`src/hw/rtl/rtc_fields_to_epoch_unit_defines.svh`:
```
// ----------------------------------------------------------------------------
// rtc_fields_to_epoch_unit_defines.svh
// Assertion macros shared by the date to epoch converter RTL.
// ----------------------------------------------------------------------------
`ifndef RTC_FIELDS_TO_EPOCH_UNIT_DEFINES_SVH
`define RTC_FIELDS_TO_EPOCH_UNIT_DEFINES_SVH

`ifndef NO_ASSERTIONS

// Same-cycle implication, checked out of reset
`define RFE_ASSERT_NOW(lbl, clk, rst_n, ante, cons) \
    lbl: assert property (@(posedge clk) disable iff (!rst_n) (ante) |-> (cons)) \
        else $error("rfe: same-cycle check failed");

// Next-cycle implication, checked out of reset
`define RFE_ASSERT_NEXT(lbl, clk, rst_n, ante, cons) \
    lbl: assert property (@(posedge clk) disable iff (!rst_n) (ante) |=> (cons)) \
        else $error("rfe: next-cycle check failed");

`else

`define RFE_ASSERT_NOW(lbl, clk, rst_n, ante, cons)
`define RFE_ASSERT_NEXT(lbl, clk, rst_n, ante, cons)

`endif

`endif

```
`src/hw/rtl/rfe_pkg.sv`:
```
// ----------------------------------------------------------------------------
// rfe_pkg
// Types, constants and decode helpers for the date to epoch converter.
// ----------------------------------------------------------------------------
package rfe_pkg;

    localparam int EPOCH_W     = 33;
    localparam int SUM_W       = 35;
    localparam int CFG_INDEX_W = 2;
    localparam int CFG_DATA_W  = 1;

    // Years 1970..1999 hold seven leap years
    localparam logic [7:0]       LEAPS_BEFORE_2000 = 8'd7;
    localparam logic [8:0]       YEARS_1970_TO_2000 = 9'd30;
    localparam logic [SUM_W-1:0] SECS_PER_YEAR = 35'd31536000;
    localparam logic [SUM_W-1:0] SECS_PER_DAY  = 35'd86400;
    localparam logic [SUM_W-1:0] SECS_PER_HOUR = 35'd3600;
    localparam logic [SUM_W-1:0] SECS_PER_MIN  = 35'd60;
    localparam logic [SUM_W-1:0] EPOCH_MAX     = 35'h1_FFFF_FFFF;

    typedef enum logic [CFG_INDEX_W-1:0] {
        REG_BINARY_MODE = 2'd0,
        REG_HOUR24_MODE = 2'd1
    } cfg_reg_t;

    typedef struct packed {
        logic [7:0] second_raw;
        logic [7:0] minute_raw;
        logic [7:0] hour_raw;
        logic [7:0] day_raw;
        logic [7:0] month_raw;
        logic [7:0] year_raw;
    } item_t;

    typedef struct packed {
        logic [EPOCH_W-1:0] epoch_seconds;
        logic               bad_date;
    } result_t;

    typedef struct packed {
        logic binary_mode;
        logic hour24_mode;
    } cfg_t;

    // Two BCD digits, no nibble check: tens * 10 + ones
    function automatic logic [7:0] from_bcd(input logic [7:0] v);
        from_bcd = 8'(v[3:0]) + 8'({v[7:4], 3'b000}) + 8'({v[7:4], 1'b0});
    endfunction

    function automatic logic [8:0] days_before_month(input logic [3:0] m0);
        case (m0)
            4'd0:    days_before_month = 9'd0;
            4'd1:    days_before_month = 9'd31;
            4'd2:    days_before_month = 9'd59;
            4'd3:    days_before_month = 9'd90;
            4'd4:    days_before_month = 9'd120;
            4'd5:    days_before_month = 9'd151;
            4'd6:    days_before_month = 9'd181;
            4'd7:    days_before_month = 9'd212;
            4'd8:    days_before_month = 9'd243;
            4'd9:    days_before_month = 9'd273;
            4'd10:   days_before_month = 9'd304;
            4'd11:   days_before_month = 9'd334;
            default: days_before_month = 9'd0;
        endcase
    endfunction

endpackage

```
`src/hw/rtl/rtc_fields_to_epoch_unit.sv`:
```
// ----------------------------------------------------------------------------
// rtc_fields_to_epoch_unit
// Clock-chip date/time bytes in, Unix seconds since 1970 out.
// ----------------------------------------------------------------------------
//
//  channel   signals                                  beat carries
//  -------   ---------------------------------------  ------------------------
//  item      item_valid, item_ready, item             six raw date/time bytes
//  result    result_valid, result_ready, result       epoch seconds, bad flag
//  cfg       cfg_valid, cfg_ready, cfg_index, cfg_data  mode register write
//
//  One item per cycle sustained while result_ready is high; each result
//  passes the input register, then the result register. The whole
//  conversion sits in one combinational pass between those two registers.
//  Reset clears both valid flags and loads BCD, 24-hour mode.
//  A stalled result holds its register; the input register keeps taking a
//  beat as long as it can move forward, so item_ready drops only when both
//  stages are full and result_ready is low.
//
`include "rtc_fields_to_epoch_unit_defines.svh"

module rtc_fields_to_epoch_unit
    import rfe_pkg::*;
(
    input  logic                   clk,
    input  logic                   rst_n,

    input  logic                   item_valid,
    output logic                   item_ready,
    input  item_t                  item,

    output logic                   result_valid,
    input  logic                   result_ready,
    output result_t                result,

    input  logic                   cfg_valid,
    output logic                   cfg_ready,
    input  logic [CFG_INDEX_W-1:0] cfg_index,
    input  logic [CFG_DATA_W-1:0]  cfg_data
);

    cfg_t    cfg_reg;
    cfg_t    cfg_next;
    item_t   item_reg;
    logic    item_valid_reg;
    logic    item_valid_next;
    result_t result_reg;
    result_t result_next;
    result_t conv_out;
    logic    result_valid_reg;
    logic    result_valid_next;
    logic    advance;
    logic    item_take;

    // Result register frees up when empty or being drained this cycle
    assign advance    = !result_valid_reg || result_ready;
    assign item_ready = !item_valid_reg || advance;
    assign item_take  = item_valid && item_ready;
    assign cfg_ready  = 1'b1;

    assign result_valid = result_valid_reg;
    assign result       = result_reg;

    rfe_convert u_convert (
        .item   (item_reg),
        .cfg    (cfg_reg),
        .result (conv_out)
    );

    always_comb
    begin
        cfg_next = cfg_reg;
        if (cfg_valid)
        begin
            case (cfg_index)
                REG_BINARY_MODE: cfg_next.binary_mode = cfg_data[0];
                REG_HOUR24_MODE: cfg_next.hour24_mode = cfg_data[0];
                default:         cfg_next = cfg_reg;  // drop unknown index
            endcase
        end

        // Input stage: fill on a beat, empty when it moves on
        if (item_take)
            item_valid_next = 1'b1;
        else if (advance)
            item_valid_next = 1'b0;
        else
            item_valid_next = item_valid_reg;

        // Result stage: load on advance, hold while stalled
        if (advance)
        begin
            result_valid_next = item_valid_reg;
            result_next       = conv_out;
        end
        else
        begin
            result_valid_next = result_valid_reg;
            result_next       = result_reg;
        end
    end

    always_ff @(posedge clk or negedge rst_n)
    begin
        if (!rst_n)
        begin
            cfg_reg.binary_mode <= 1'b0;
            cfg_reg.hour24_mode <= 1'b1;
            item_valid_reg      <= 1'b0;
            result_valid_reg    <= 1'b0;
        end
        else
        begin
            cfg_reg          <= cfg_next;
            item_valid_reg   <= item_valid_next;
            result_valid_reg <= result_valid_next;
        end
    end

    // Payload registers carry no reset
    always_ff @(posedge clk)
    begin
        if (item_take)
            item_reg <= item;
        result_reg <= result_next;
    end

    `RFE_ASSERT_NEXT(a_take_fills, clk, rst_n, item_take, item_valid_reg)
    `RFE_ASSERT_NEXT(a_stage_moves, clk, rst_n, item_valid_reg && advance, result_valid_reg)
    `RFE_ASSERT_NOW(a_bad_is_zero, clk, rst_n,
                    result_valid_reg && result_reg.bad_date,
                    result_reg.epoch_seconds == '0)
    `RFE_ASSERT_NEXT(a_cfg_bin, clk, rst_n,
                     cfg_valid && (cfg_index == REG_BINARY_MODE),
                     cfg_reg.binary_mode == $past(cfg_data[0]))

endmodule

```
`src/hw/rtl/rfe_convert.sv`:
```
// ----------------------------------------------------------------------------
// rfe_convert
// Decode one set of clock-chip bytes and form Unix seconds in closed form.
// ----------------------------------------------------------------------------
module rfe_convert
    import rfe_pkg::*;
(
    input  item_t   item,
    input  cfg_t    cfg,
    output result_t result
);

    logic [7:0]       sec_d;
    logic [7:0]       min_d;
    logic [7:0]       day_d;
    logic [7:0]       mon_d;
    logic [7:0]       yr_d;
    logic [6:0]       hr_d;
    logic [7:0]       hr_bcd;
    logic             pm;
    logic [5:0]       hr_fold;
    logic [3:0]       hr_mod12;
    logic [6:0]       hr_final;
    logic             bad;
    logic [8:0]       year_ofs;
    logic [7:0]       leaps;
    logic             leap_year;
    logic             leap_add;
    logic [9:0]       day_rem;
    logic [SUM_W-1:0] total;

    always_comb
    begin
        hr_bcd = from_bcd({1'b0, item.hour_raw[6:0]});
        if (cfg.binary_mode)
        begin
            sec_d = item.second_raw;
            min_d = item.minute_raw;
            day_d = item.day_raw;
            mon_d = item.month_raw;
            yr_d  = item.year_raw;
            hr_d  = item.hour_raw[6:0];
        end
        else
        begin
            sec_d = from_bcd(item.second_raw);
            min_d = from_bcd(item.minute_raw);
            day_d = from_bcd(item.day_raw);
            mon_d = from_bcd(item.month_raw);
            yr_d  = from_bcd(item.year_raw);
            hr_d  = hr_bcd[6:0];
        end
        pm = item.hour_raw[7];

        // 16 = 4 mod 12: fold the high digit, then subtract 36, 24 or 12 at most once
        hr_fold = 6'({hr_d[6:4], 2'b00}) + 6'(hr_d[3:0]);
        if (hr_fold >= 6'd36)
            hr_mod12 = 4'(hr_fold - 6'd36);
        else if (hr_fold >= 6'd24)
            hr_mod12 = 4'(hr_fold - 6'd24);
        else if (hr_fold >= 6'd12)
            hr_mod12 = 4'(hr_fold - 6'd12);
        else
            hr_mod12 = hr_fold[3:0];

        hr_final = hr_d;
        if (!cfg.hour24_mode)
        begin
            if (pm)
                hr_final = 7'(hr_mod12) + 7'd12;
            else if (hr_d == 7'd12)
                hr_final = 7'd0;
        end

        bad = (mon_d == 8'd0) || (mon_d > 8'd12) || (day_d == 8'd0);

        // Leap years 1970..year-1: seven up to 1999, then multiples of four
        // from 2000, less the centuries 2100 and 2200
        year_ofs  = 9'(yr_d) + YEARS_1970_TO_2000;
        leaps     = LEAPS_BEFORE_2000 + 8'((9'(yr_d) + 9'd3) >> 2)
                  - 8'(yr_d >= 8'd101) - 8'(yr_d >= 8'd201);
        leap_year = (yr_d[1:0] == 2'b00) && (yr_d != 8'd100) && (yr_d != 8'd200);
        leap_add  = leap_year && (mon_d > 8'd2);
        day_rem   = 10'(leaps) + 10'(days_before_month(4'(mon_d - 8'd1)))
                  + 10'(leap_add) + 10'(day_d) - 10'd1;

        total = SUM_W'(year_ofs) * SECS_PER_YEAR
              + SUM_W'(day_rem) * SECS_PER_DAY
              + SUM_W'(hr_final) * SECS_PER_HOUR
              + SUM_W'(min_d) * SECS_PER_MIN
              + SUM_W'(sec_d);

        if (bad)
        begin
            result.epoch_seconds = '0;
            result.bad_date      = 1'b1;
        end
        else
        begin
            result.epoch_seconds = (total > EPOCH_MAX) ? EPOCH_MAX[EPOCH_W-1:0]
                                                       : total[EPOCH_W-1:0];
            result.bad_date      = 1'b0;
        end
    end

endmodule
```
`config.mk`:
```
export PLATFORM = sky130hd
export DESIGN_NAME = rtc_fields_to_epoch_unit
export DESIGN_NICKNAME = d
export VERILOG_FILES = /design/src/hw/rtl/rfe_pkg.sv /design/src/hw/rtl/rtc_fields_to_epoch_unit.sv /design/src/hw/rtl/rfe_convert.sv
export VERILOG_INCLUDE_DIRS = /design/src /design/src/hw/rtl
export SDC_FILE = /design/constraint.sdc
export NUM_CORES = 1
export LEC_CHECK = 0
export BUFFER_PORTS_ARGS = -buffer_cell sky130_fd_sc_hd__buf_2
export CORE_UTILIZATION = 40
export DETAILED_ROUTE_END_ITERATION = 10
export SYNTH_ARGS = -nofsm -noshare
export SYNTH_HDL_FRONTEND = slang
export SYNTH_SLANG_ARGS = --single-unit
```
`constraint.sdc`:
```
create_clock -name clk -period 22.4 [get_ports clk]
set_input_delay 1.12 -clock clk [delete_from_list [all_inputs] [get_ports clk]]
set_output_delay 1.12 -clock clk [all_outputs]
set_load 0.01 [all_outputs]
```
* Word level (Yosys, flattened, before mapping) *
Memory sizes are Yosys's and may differ from the RTL's.
Cells that the tools add are included.

storage, ports and cells
  ROM bits = 144
  bits in registers = 86
  output and inout port bits = 37
  word-level logic and storage cells = 93
  memories kept = 1
  input bits = 56

cells by class
  reductions and logical operators = 17
  eq/ne operators = 4
  add/sub/neg operators = 31
  multiply operators = 4
  magnitude comparators = 8
  mux-type cells = 16

memory list
  name              depth  width  rd ports  clocked after Yosys merged registers in  wr ports  line           source
  (name not given)  16     9      1         0                                        0         rfe_pkg.sv:51  case (m0)

operators with widths
  operator                                                          count
  adder 4 x 7 -> 8 bit                                              5
  adder 8 x 5 -> 8 bit                                              5
  2-to-1 mux 8 bit                                                  5
  adder 34 x 27 -> 35 bit                                           1
  adder 35 x 14 -> 35 bit                                           1
  adder 35 x 19 -> 35 bit                                           1
  adder 35 x 8 -> 35 bit                                            1
  greater-than comparator 35 x 33 -> 1 bit (second input constant)  1
  2-to-1 mux 33 bit                                                 1
  2-to-1 mux 7 bit                                                  4
  multiplier 9 x 18 -> 27 bit (second input constant)               1
  multiplier 10 x 10 -> 20 bit (second input constant)              1
  logical NOT 8 bit                                                 2
  subtractor 8 x 1 -> 8 bit                                         2
  multiplier 7 x 8 -> 15 bit (second input constant)                1
  multiplier 8 x 4 -> 12 bit (second input constant)                1
  2-to-1 mux 4 bit                                                  3
  adder 10 x 1 -> 10 bit                                            1
  adder 10 x 8 -> 10 bit                                            1
  adder 8 x 9 -> 10 bit                                             1
  subtractor 10 x 1 -> 10 bit (second input constant)               1
  adder 8 x 2 -> 9 bit (second input constant)                      1
  adder 8 x 5 -> 9 bit (second input constant)                      1
  adder 3 x 7 -> 8 bit (first input constant)                       1
  25 further kinds                                                  37

* Depth between registers and ports, before layout *
Gate-level depths: netlist of the first run.

  depth in word-level cells = 18
  gate-level depth with buffers = 57
  mapped depth without buffers = 56

* By module *
Synthesis of the first run repeated with hierarchy kept, for this count alone.

second synthesis, totals
  cell total of the unflattened synthesis = 1498
  area, all modules = 14525.2 um2

by module, submodules not included
  module                    times used  area each (um2)  cells an instance  sequential area each (um2)
  rfe_convert               1           11871.4          1401               0.0
  rtc_fields_to_epoch_unit  1           2653.8           97                 2563.7

* Worst setup path after synthesis of the first run *
Ideal clock, no wire load.

  path kind = register to register
  start point = reg item_reg[4] (netlist bit)
  end point = reg result_reg, in the netlist result[11] (data pin)
  required time = 22124 ps
  cell stages (with the launch flop) = 52
  setup time = 276 ps
  period minus slack after synthesis = 11870 ps
  path slack = 10530 ps
  arrival = 11595 ps
  buffers on the path = 2
  cell sequence = edfxtp_1 > inv_1 > fa_1 > fa_1 > nor2b_1 > o21ai_0 > nor3b_1 > o31ai_1 > nor2b_1 > o21ai_0 > nand2_1 > ha_1 > inv_1 > ha_1 > ha_1 > fa_1 > a211oi_1 > o21bai_1 > [16 not listed] > o21bai_1 > a21oi_1 > xnor2_1 > fa_1 > ha_1 > ha_1 > ha_1 > clkbuf_1 > a21o_1 > a21o_1 > a21oi_1 > o21ai_0 > a211oi_1 > o31ai_2 > nor3_2 > a311o_4 > buf_6 > o211ai_2

on the way
  word-level cells in the longest chain between the ends = 18
  elaborated cells between the ends (all ways) = 28
  classes of those cells = 15 x add/sub; 2 x mul; 3 x order compare; 2 x eq/ne; 2 x mux; 4 x reduce/logical

ends and longest elaborated chain
  element                                   line                             source
  start, declared                           rtc_fields_to_epoch_unit.sv:44   item_t item_reg;
  start signal, assigned                    rtc_fields_to_epoch_unit.sv:124  item_reg <= item;
  adder 4 x 7 -> 8 bit                      rfe_pkg.sv:47                    from_bcd = 8'(v[3:0]) + 8'({v[7:4], 3'b000}) + 8'({v[7:4], 1'b0});
  adder 8 x 5 -> 8 bit                      rfe_pkg.sv:47
  2-to-1 mux 8 bit (*)                      rfe_convert.sv:35                if (cfg.binary_mode)
  adder 8 x 2 -> 9 bit                      rfe_convert.sv:80                leaps = LEAPS_BEFORE_2000 + 8'((9'(yr_d) + 9'd3) >> 2)
  adder 3 x 7 -> 8 bit                      rfe_convert.sv:80
  subtractor 8 x 1 -> 8 bit (2 in a row)    rfe_convert.sv:81                - 8'(yr_d >= 8'd101) - 8'(yr_d >= 8'd201);
  adder 8 x 9 -> 10 bit                     rfe_convert.sv:84                day_rem = 10'(leaps) + 10'(days_before_month(4'(mon_d - 8'd1)))
  adder 10 x 1 -> 10 bit                    rfe_convert.sv:85                + 10'(leap_add) + 10'(day_d) - 10'd1;
  adder 10 x 8 -> 10 bit                    rfe_convert.sv:85
  subtractor 10 x 1 -> 10 bit               rfe_convert.sv:85
  multiplier 10 x 10 -> 20 bit              rfe_convert.sv:88                + SUM_W'(day_rem) * SECS_PER_DAY
  adder 34 x 27 -> 35 bit (*)               rfe_convert.sv:88
  adder 35 x 19 -> 35 bit (*)               rfe_convert.sv:89                + SUM_W'(hr_final) * SECS_PER_HOUR
  adder 35 x 14 -> 35 bit (*)               rfe_convert.sv:90                + SUM_W'(min_d) * SECS_PER_MIN
  adder 35 x 8 -> 35 bit (*)                rfe_convert.sv:91                + SUM_W'(sec_d);
  greater-than comparator 35 x 33 -> 1 bit  rfe_convert.sv:100               result.epoch_seconds = (total > EPOCH_MAX) ? EPOCH_MAX[EPOCH_W-1:0]
  2-to-1 mux 33 bit (*)                     rfe_convert.sv:100
  end signal, assigned                      rtc_fields_to_epoch_unit.sv:125  result_reg <= result_next;
  end, declared                             rtc_fields_to_epoch_unit.sv:47   result_t result_reg;

Every way passes the cells marked *; elsewhere a longest branch is shown, timed or not.
A chain may end at the register's enable or synchronous reset.

* Final worst setup path of the first run *
  start point = reg item_reg[4] (netlist bit)
  end point = reg result_reg, in the netlist result[7] (data pin)

on the way
  word-level cells in the longest chain between the ends = 18
  elaborated cells between the ends (all ways) = 28
  classes of those cells = 15 x add/sub; 2 x mul; 3 x order compare; 2 x eq/ne; 2 x mux; 4 x reduce/logical

ends and longest elaborated chain
  element                                       line
  adder 4 x 7 -> 8 bit                          rfe_pkg.sv:47
  adder 8 x 5 -> 8 bit                          rfe_pkg.sv:47
  2-to-1 mux 8 bit (*)                          rfe_convert.sv:35
  adder 8 x 2 -> 9 bit                          rfe_convert.sv:80
  adder 3 x 7 -> 8 bit                          rfe_convert.sv:80
  subtractor 8 x 1 -> 8 bit (2 in a row)        rfe_convert.sv:81
  adder 8 x 9 -> 10 bit                         rfe_convert.sv:84
  adder 10 x 1 -> 10 bit                        rfe_convert.sv:85
  adder 10 x 8 -> 10 bit                        rfe_convert.sv:85
  subtractor 10 x 1 -> 10 bit                   rfe_convert.sv:85
  multiplier 10 x 10 -> 20 bit                  rfe_convert.sv:88
  adder 34 x 27 -> 35 bit (*)                   rfe_convert.sv:88
  adder 35 x 19 -> 35 bit (*)                   rfe_convert.sv:89
  adder 35 x 14 -> 35 bit (*)                   rfe_convert.sv:90
  adder 35 x 8 -> 35 bit (*)                    rfe_convert.sv:91
  greater-than comparator 35 x 33 -> 1 bit (*)  rfe_convert.sv:100
  2-to-1 mux 33 bit (*)                         rfe_convert.sv:100

Marks and branches as above.

==> out/qor.yml, run 1 <==
outcome: "finished, final reports clean"
wire_per_inst_um: 14.9
drt.antenna.violating_nets: 0
fmax_mhz: 74.6
syn2layout_area_growth_pct: 8.45
synth_top_cell_by_area: "ha_1"
antenna_found_initial: 0
core_um2: 36700
min_from: "item_valid_reg"
pre_cts_slack_ps: 9010
r2r_slack_ps: 9000
track_usage_pct: 16.8
path_clk_slew_ps: 70
post_route_cells_drive_above_1_share_pct: 11.0
skew_ps: 9.98
die_h_um: 195
reg2reg_from: "item_reg[4]"
worstHoldEndpoint: "result_valid"
syn-num-nets: 2035
cts_tree: "yes"
start_kind: "flip-flop"
diodes: 0
grt_max_degree: 51
finalSetupViolCount: 0
rsz0062_at_grt: "false"
end_kind: "flip-flop"
drtIter0Drc: 372
worstMarginPinSlew_ps: 905
dp_hpwl_mm: 27.0
die_w_um: 195
largest_reg_flops: 48
period_needed_ps: 13400
cts-root-buf: "clkbuf_16"
hold_depth: 1
h-tree-depth: 3
synth-edff-count: 82
synth_common_cells: "ha_1, inv_1, fa_1"
clk_path_buf_depth: 2
design_area_um2: 16200
maxCapViolations: 0
path_class: "flip-flop to flip-flop"
synth_ff_type: "edfxtp_1"
postCtsSetupRepairBufs: 0
synth.distinct_cells: 73
cts_hold_buf: 0
finalNonFillerCells: 2082
port_buffers: 91
slew_viol_final: 0
regToRegEndpoint: "result[7]"
yosysMostFrequentCell: "ha_1"
final.period_utilization_pct: 59.8
fillers: 3481
initial_core_util_pct: 40.7
crit_top_cell: "ha_1"
worstPathRequired_ps: 22480
synth_area_um2: 14900
cts_sinks: 86
vias_per_cell: 5.14
cts_resized: 0
gp_congestion: 0.852
rr_worst_depth: 51
overflow: 0
grt_pass1_wl_mm: 51.6
routed_wirelength_mm: 31.1
tns_ps: 0
ys_ff_latch: 86
cts_buffers: 9
dpl_cell_area_um2: 15900
cp.arrival_ps: 13490
die-area_um2: 38100
firstDrtPassIters: 4
syn_inst: 1525
slew_headroom_pct: 37.9
vias: 10700
cp_slowest_cell: "o31ai_1"
ys_seq_area_share_pct: 17.2
hold_path.class: "flip-flop to flip-flop"
fin_nets: 2119
drc: 0
dp_cells: 2066
grt_pass1_vias: 10900
hold_viol: 0
synth_area_leaders: "ha_1, edfxtp_1, fa_1"
ioPinCount: 93
synthArstFlopShare_pct: 4.65
path_max_fanout: 33
avgSynthCellArea_um2: 9.78
rows: 70
insertion_delay_ps: 370
setup_ws_ps: 9000
critical_path.max_stage_delay_ps: 650
yosysWarnings: 0
synthDominantCellAreaShare_pct: 29.0
## placed cells by master, fill, tap and decap left out, types with 18 or more instances in the layout
cell and n:
nor2_1 57, o211ai_2 18, buf_2 91, xor2_1 47, o21ai_0 35, nor2b_1 18
a21o_1 46, o21bai_1 19, ha_1 346, xnor2_1 68, fa_1 108, nor3_1 18
edfxtp_1 82, nand2_1 57, a21oi_1 89, inv_1 262
## worst max path at each step
stage                startpoint          to  slack [ps]  cells after the start
finish              item_reg[4]   result[7]        9000                     51
global route        item_reg[4]   result[7]        7930                     51
CTS                 item_reg[4]   result[7]        8960                     51
detailed placement  item_reg[4]   result[7]        9010                     51
global placement    item_reg[4]   result[7]        9470                     51
floorplan           item_reg[4]  result[11]       10530                     51
## cell families after synthesis
| group | after synthesis | share of synthesized area, % |
|---|---|---|
| fa+ha+maj | 454 | 43.5 |
| compound gates | 290 | 13.4 |
| buf+inv | 288 | 7.52 |
| simple gates | 259 | 9.31 |
| xor+xnor | 115 | 6.75 |
| flops | 86 | 17.2 |
| mux | 32 | 2.27 |
| other cells | 1 | 0.0251 |
## routing by layer
layer,GRT usage [%],part of all wire [%],routed length [um],vias to the layer above
li1,-,-,-,5428
met1,20.5,44,13800,5161
met2,31.0,52,16300,89
met3,2.02,1.5,469,25
met4,4.26,1.6,511,0
met5,0,0,0,-
## worst max-delay path: cells and delay by family (launching register included)
kind / cells / cell delay, ps
compound gates: 19 / 4720
xor+xnor: 3 / 920
fa+ha+maj: 17 / 5970
buf+inv: 8 / 560
flops: 1 / 380
simple gates: 4 / 540
## layout make-up
type	count	area [um^2]	area share, %
Multi-Input combinational cell	1151	11200	69.4
Sequential cell	86	2560	15.9
Inverter	264	991	6.12
Tap cell	468	586	3.62
Timing Repair Buffer	97	500	3.09
Clock buffer	9	225	1.39
Clock inverter	7	78.8	0.487
## metrics by stage
step | hold slack (ps) | utilization (%)
after floorplan | 435 | -
after global routing | 495 | 44.1
after CTS | 480 | 44.1
after detailed placement | 459 | 43.3
after global placement | 448 | 43.3
final | 473 | 44.1
Power of run 1 is left out: the tool's default activity adds up to more than one toggle a clock period on the data nets, which glitch-free logic cannot reach.
==> inputs of run 2 (changes only) <==
Clock period 22.4 ns to 12.9 ns, I/O delays scaled along.
==> run 2 against run 1 <==
  * Hold slack lost 380 ps
  * Die area is the same
  * Maximum frequency grew 9.3%
  * Core utilization grew 0.92 points
  * Largest cell class unchanged
  * Sequential share of layout area shrank 0.32 points
  * Clock skew grew 4.3 ps
  * Register-to-register slack lost 8400 ps
  * Critical path depth grew 3
  * Highest routed layer unchanged
  * Critical path type unchanged
  * First-iteration DRC count grew 7.5%
  * Via count grew 1.6%
  * Clock-buffer cell count is the same
  * Design area grew 2.1%
==> out/qor.yml, run 2 (synthesis gave the netlist of run 1 again) <==
syn2layout_area_growth_pct: 10.7  # was 8.45%
slew_headroom_pct: 39.9  # was 37.9%
antenna_found_initial: 0  # unchanged
fmax_mhz: 81.5  # was 74.6 MHz
path_class: "flip-flop to flip-flop"  # unchanged
cp.arrival_ps: 12370  # was 13490 ps
drc: 0  # unchanged
wire_per_inst_um: 14.9  # about the same
grt_pass1_vias: 11000  # was 10.9k
hold_viol: 0  # unchanged
initial_core_util_pct: 40.7  # unchanged
skew_ps: 14.2  # was 9.98 ps
track_usage_pct: 16.8  # about the same
cts_buffers: 9  # unchanged
outcome: "finished, final reports clean"  # unchanged
firstDrtPassIters: 4  # unchanged
gp_congestion: 0.882  # was 0.852
slew_viol_final: 0  # unchanged
die-area_um2: 38100  # unchanged
cp_slowest_cell: "fa_1"  # was o31ai_1
grt_max_degree: 49  # was 51
cts_sinks: 86  # unchanged
start_kind: "flip-flop"  # unchanged
cts_tree: "yes"  # unchanged
clk_path_buf_depth: 2  # unchanged
dp_hpwl_mm: 27.0  # about the same
h-tree-depth: 3  # unchanged
hold_path.class: "input pin to asynchronous set/reset pin"  # was flip-flop to flip-flop
grt_pass1_wl_mm: 51.5  # was 51.6 mm
period_needed_ps: 12260  # was 13400 ps
cts_hold_buf: 0  # unchanged
die_w_um: 195  # unchanged
overflow: 0  # unchanged
path_clk_slew_ps: 80  # was 70 ps
worstPathRequired_ps: 13000  # was 22480 ps
cts-root-buf: "clkbuf_16"  # unchanged
insertion_delay_ps: 370  # about the same
post_route_cells_drive_above_1_share_pct: 13.9  # was 11.0%
drt.antenna.violating_nets: 0  # unchanged
fillers: 3474  # was 3481
layout_common_cells: "ha_1, inv_1, fa_1"  # unchanged
final_common_cell: "ha_1"  # unchanged
worstMarginPinSlew_ps: 898  # was 905 ps
port_buffers: 91  # unchanged
maxCapViolations: 0  # unchanged
fin_nets: 2138  # was 2119
die_h_um: 195  # unchanged
end_kind: "flip-flop"  # unchanged
finalSetupViolCount: 0  # unchanged
critical_path.max_stage_delay_ps: 540  # was 650 ps
routed_wirelength_mm: 31.2  # was 31.1 mm
vias: 10900  # was 10.7k
pre_cts_slack_ps: 176  # was 9010 ps
final.period_utilization_pct: 95.1  # was 59.8%
ioPinCount: 93  # unchanged
path_max_fanout: 8  # was 33
vias_per_cell: 5.18  # was 5.14
rows: 70  # unchanged
drtIter0Drc: 400  # was 372
largest_reg_flops: 48  # unchanged
setup_ws_ps: 637  # was 9000 ps
diodes: 0  # unchanged
tns_ps: 0  # unchanged
core_um2: 36700  # unchanged
crit_top_cell: "ha_1"  # unchanged
## run 2: layout make-up
cell class	count	area (um^2)	area share, %
Clock inverter	7	81.3	0.492
Clock buffer	9	225	1.36
Tap cell	468	586	3.55
Timing Repair Buffer	115	664	4.02
Inverter	264	991	6.00
Multi-Input combinational cell	1152	11400	69.0
Sequential cell	86	2560	15.5
## run 2: per-stage QoR
step	area, um^2	std cells	util [%]	hold slack [ps]
final	16500	2101	45.0	91.0
after global routing	16500	2101	45.0	88.6
after CTS	16300	2090	44.3	84.7
after detailed placement	16000	2074	43.5	459
after global placement	16000	2074	43.5	446
after floorplan	14900	1525	-	349
## run 2: metal layers
metal	routed length (um)	track usage, %	vias to the layer above
li1	-	-	5481
met1	13800	20.8	5252
met4	556	4.99	0
met2	16300	30.7	108
met5	0	0	-
met3	560	1.50	34
## run 2: repair_timing
action / 4_1_cts / 5_1_grt
buffers inserted: 0 / 10
gates resized for setup: 0 / 32
endpoints found under the setup margin: 0 / 33
## run 2: final timing paths
path / startpoint / endpoint / slack [ps] / cells past startpoint
max: item_reg[4] / result[7] / 640 / 54
min: rst_n / cfg_reg[1] / 90 / 1
max reg2reg: item_reg[4] / result[7] / 640 / 54
min reg2reg: item_valid_reg / result_valid / 470 / 1
max in group asynchronous: rst_n / cfg_reg[0] / 12590 / 1
min in group clk: item[34] / item_reg[34] / 450 / 1
## run 2: worst max-delay path, delay by kind of cell (launching register included)
kind	cells	cell delay [ps]
xor+xnor	2	340
buf+inv	10	850
fa+ha+maj	17	6220
compound gates	17	2880
simple gates	8	1270
flops	1	420
Power of run 2 is left out for the same reason.
==> inputs of run 3 (changes only) <==
Settings changed: REMOVE_ABC_BUFFERS set to 1.
==> run 3 against run 2 <==
  * Maximum frequency up 0.90%
  * Register-to-register slack better by 110 ps
  * Critical path depth down 3
  * Via count down 0.75%
  * First-iteration DRC count up 2.8%
  * Die area unchanged
  * Design area down 0.68%
  * Final cell count down 0.43%
  * Global-route usage down 0.12 points
  * Setup slack better by 110 ps
==> out/qor.yml, run 3 (synthesis gave the netlist of run 1 again) <==
firstDrtPassIters: 5  # was 4
path_class: "flip-flop to flip-flop"  # unchanged
period_needed_ps: 12150  # was 12260 ps
dp_hpwl_mm: 27.1  # was 27.0 mm
drc: 0  # unchanged
gp_congestion: 0.880  # was 0.882
final_common_cell: "ha_1"  # unchanged
whs_ps: 82.1  # was 91.0 ps
layout_common_cells: "ha_1, inv_1, fa_1"  # unchanged
routed.top_layer: "met4"  # unchanged
track_usage_pct: 16.7  # was 16.8%
die_w_um: 195  # unchanged
outcome: "finished, final reports clean"  # unchanged
ioPinCount: 93  # unchanged
die_h_um: 195  # unchanged
start_kind: "flip-flop"  # unchanged
wl_met3_um: 882  # was 560 um
worstPathRequired_ps: 13110  # was 13000 ps
cts_tree: "yes"  # unchanged
wl_met1_mm: 14.4  # was 13.8 mm
skew_ps: 18.5  # was 14.2 ps
antenna_found_initial: 0  # unchanged
syn2layout_area_growth_pct: 9.95  # was 10.7%
port_buffers: 91  # unchanged
met2_length_mm: 15.6  # was 16.3 mm
final.period_utilization_pct: 94.2  # was 95.1%
rows: 70  # unchanged
slew_headroom_pct: 25.2  # was 39.9%
die-area_um2: 38100  # unchanged
cts_sinks: 86  # unchanged
drtIter0Drc: 411  # was 400
path_clk_slew_ps: 70  # was 80 ps
overflow: 0  # unchanged
maxCapViolations: 0  # unchanged
hold_viol: 0  # unchanged
routed_wirelength_mm: 31.4  # was 31.2 mm
cp.arrival_ps: 12360  # was 12370 ps
slew_viol_final: 0  # unchanged
worstMarginPinSlew_ps: 1110  # was 898 ps
largest_reg_flops: 48  # unchanged
path_max_fanout: 14  # was 8
end_kind: "flip-flop"  # unchanged
tns_ps: 0  # unchanged
reg2reg_from: "item_reg[4]"  # unchanged
hold_path.class: "input pin to asynchronous set/reset pin"  # unchanged
vias_per_cell: 5.16  # was 5.18
regToRegEndpoint: "result[7]"  # unchanged
core_um2: 36700  # unchanged
crit_top_cell: "ha_1"  # unchanged
vias: 10800  # was 10.9k
fin_nets: 2129  # was 2138
rr_worst_depth: 51  # was 54
clk_path_buf_depth: 2  # unchanged
r2r_slack_ps: 750  # was 640 ps
finalSetupViolCount: 0  # unchanged
setup_ws_ps: 746  # was 637 ps
cts-root-buf: "clkbuf_16"  # unchanged
initial_core_util_pct: 40.7  # unchanged
cp_slowest_cell: "fa_1"  # unchanged
post_route_cells_drive_above_1_share_pct: 12.9  # was 13.9%
h-tree-depth: 3  # unchanged
pre_cts_slack_ps: 76.3  # was 176 ps
grt_max_degree: 49  # unchanged
grt_pass1_wl_mm: 51.4  # was 51.5 mm
grt_pass1_vias: 10700  # was 11.0k
fmax_mhz: 82.3  # was 81.5 MHz
insertion_delay_ps: 370  # about the same
wire_per_inst_um: 15.0  # was 14.9 um
drt.antenna.violating_nets: 0  # unchanged
diodes: 0  # unchanged
cts_hold_buf: 0  # unchanged
cts_buffers: 9  # unchanged
critical_path.max_stage_delay_ps: 530  # was 540 ps
==> run 3: cell types whose count changed in the layout (fill, tap and decap cells not counted), sizes merged <==
cell / previous run / this run
clkinv: 7 / 4
a311o: 3 / 2
clkbuf: 9 / 10
inv: 264 / 267
buf: 115 / 106
==> run 3: worst max-delay path by stage <==
| stage | start | end | slack [ps] | cells after the start |
|---|---|---|---|---|
| after floorplan | item_reg[4] | result[27] | -90 | 49 |
| after global placement | item_reg[4] | result[7] | 300 | 52 |
| after detailed placement | item_reg[4] | result[7] | 80 | 48 |
| after CTS | item_reg[4] | result[7] | 60 | 54 |
| after global routing | item_reg[4] | result[7] | -2 | 51 |
| final | item_reg[4] | result[7] | 750 | 51 |
==> run 3: area by class of cell <==
cell class	count	area (um^2)
clock buffer	9	225
clock inverter	7	63.8
fill	3502	20300
inverter	264	991
multi-input combinational	1151	11400
sequential	86	2560
tap	468	586
timing repair buffer	107	618
==> run 3: timing repair <==
action,CTS,global route
buffers inserted,0,3
endpoints found under the setup margin,0,33
gates resized for setup,0,22
==> run 3: layer usage <==
metal  track usage [%]  up-vias
li1                  -     5455
met1              21.3     5188
met2              29.3      124
met3              2.23       26
met4              4.64        0
met5                 0        -
==> run 3: stage by stage <==
stage               util [%]  cell area [um^2]  std cells
floorplan                  -             14800       1501
global placement        43.5             15900       2072
detailed placement      43.5             15900       2072
CTS                     44.2             16200       2088
global route            44.7             16400       2092
finish                  44.7             16400       2092
==> run 3: worst max-delay path: cells and delay by family (launching register included) <==
family                     cells  cell delay [ps]
and+or+nand+nor                9             1320
DFF                            1              410
adders and majority gates     19             6800
buffers and inverters          9              860
xor gates and xnor gates       2              340
AOI/OAI and AO/OA             12             2240
Power of run 3 is left out for the same reason.
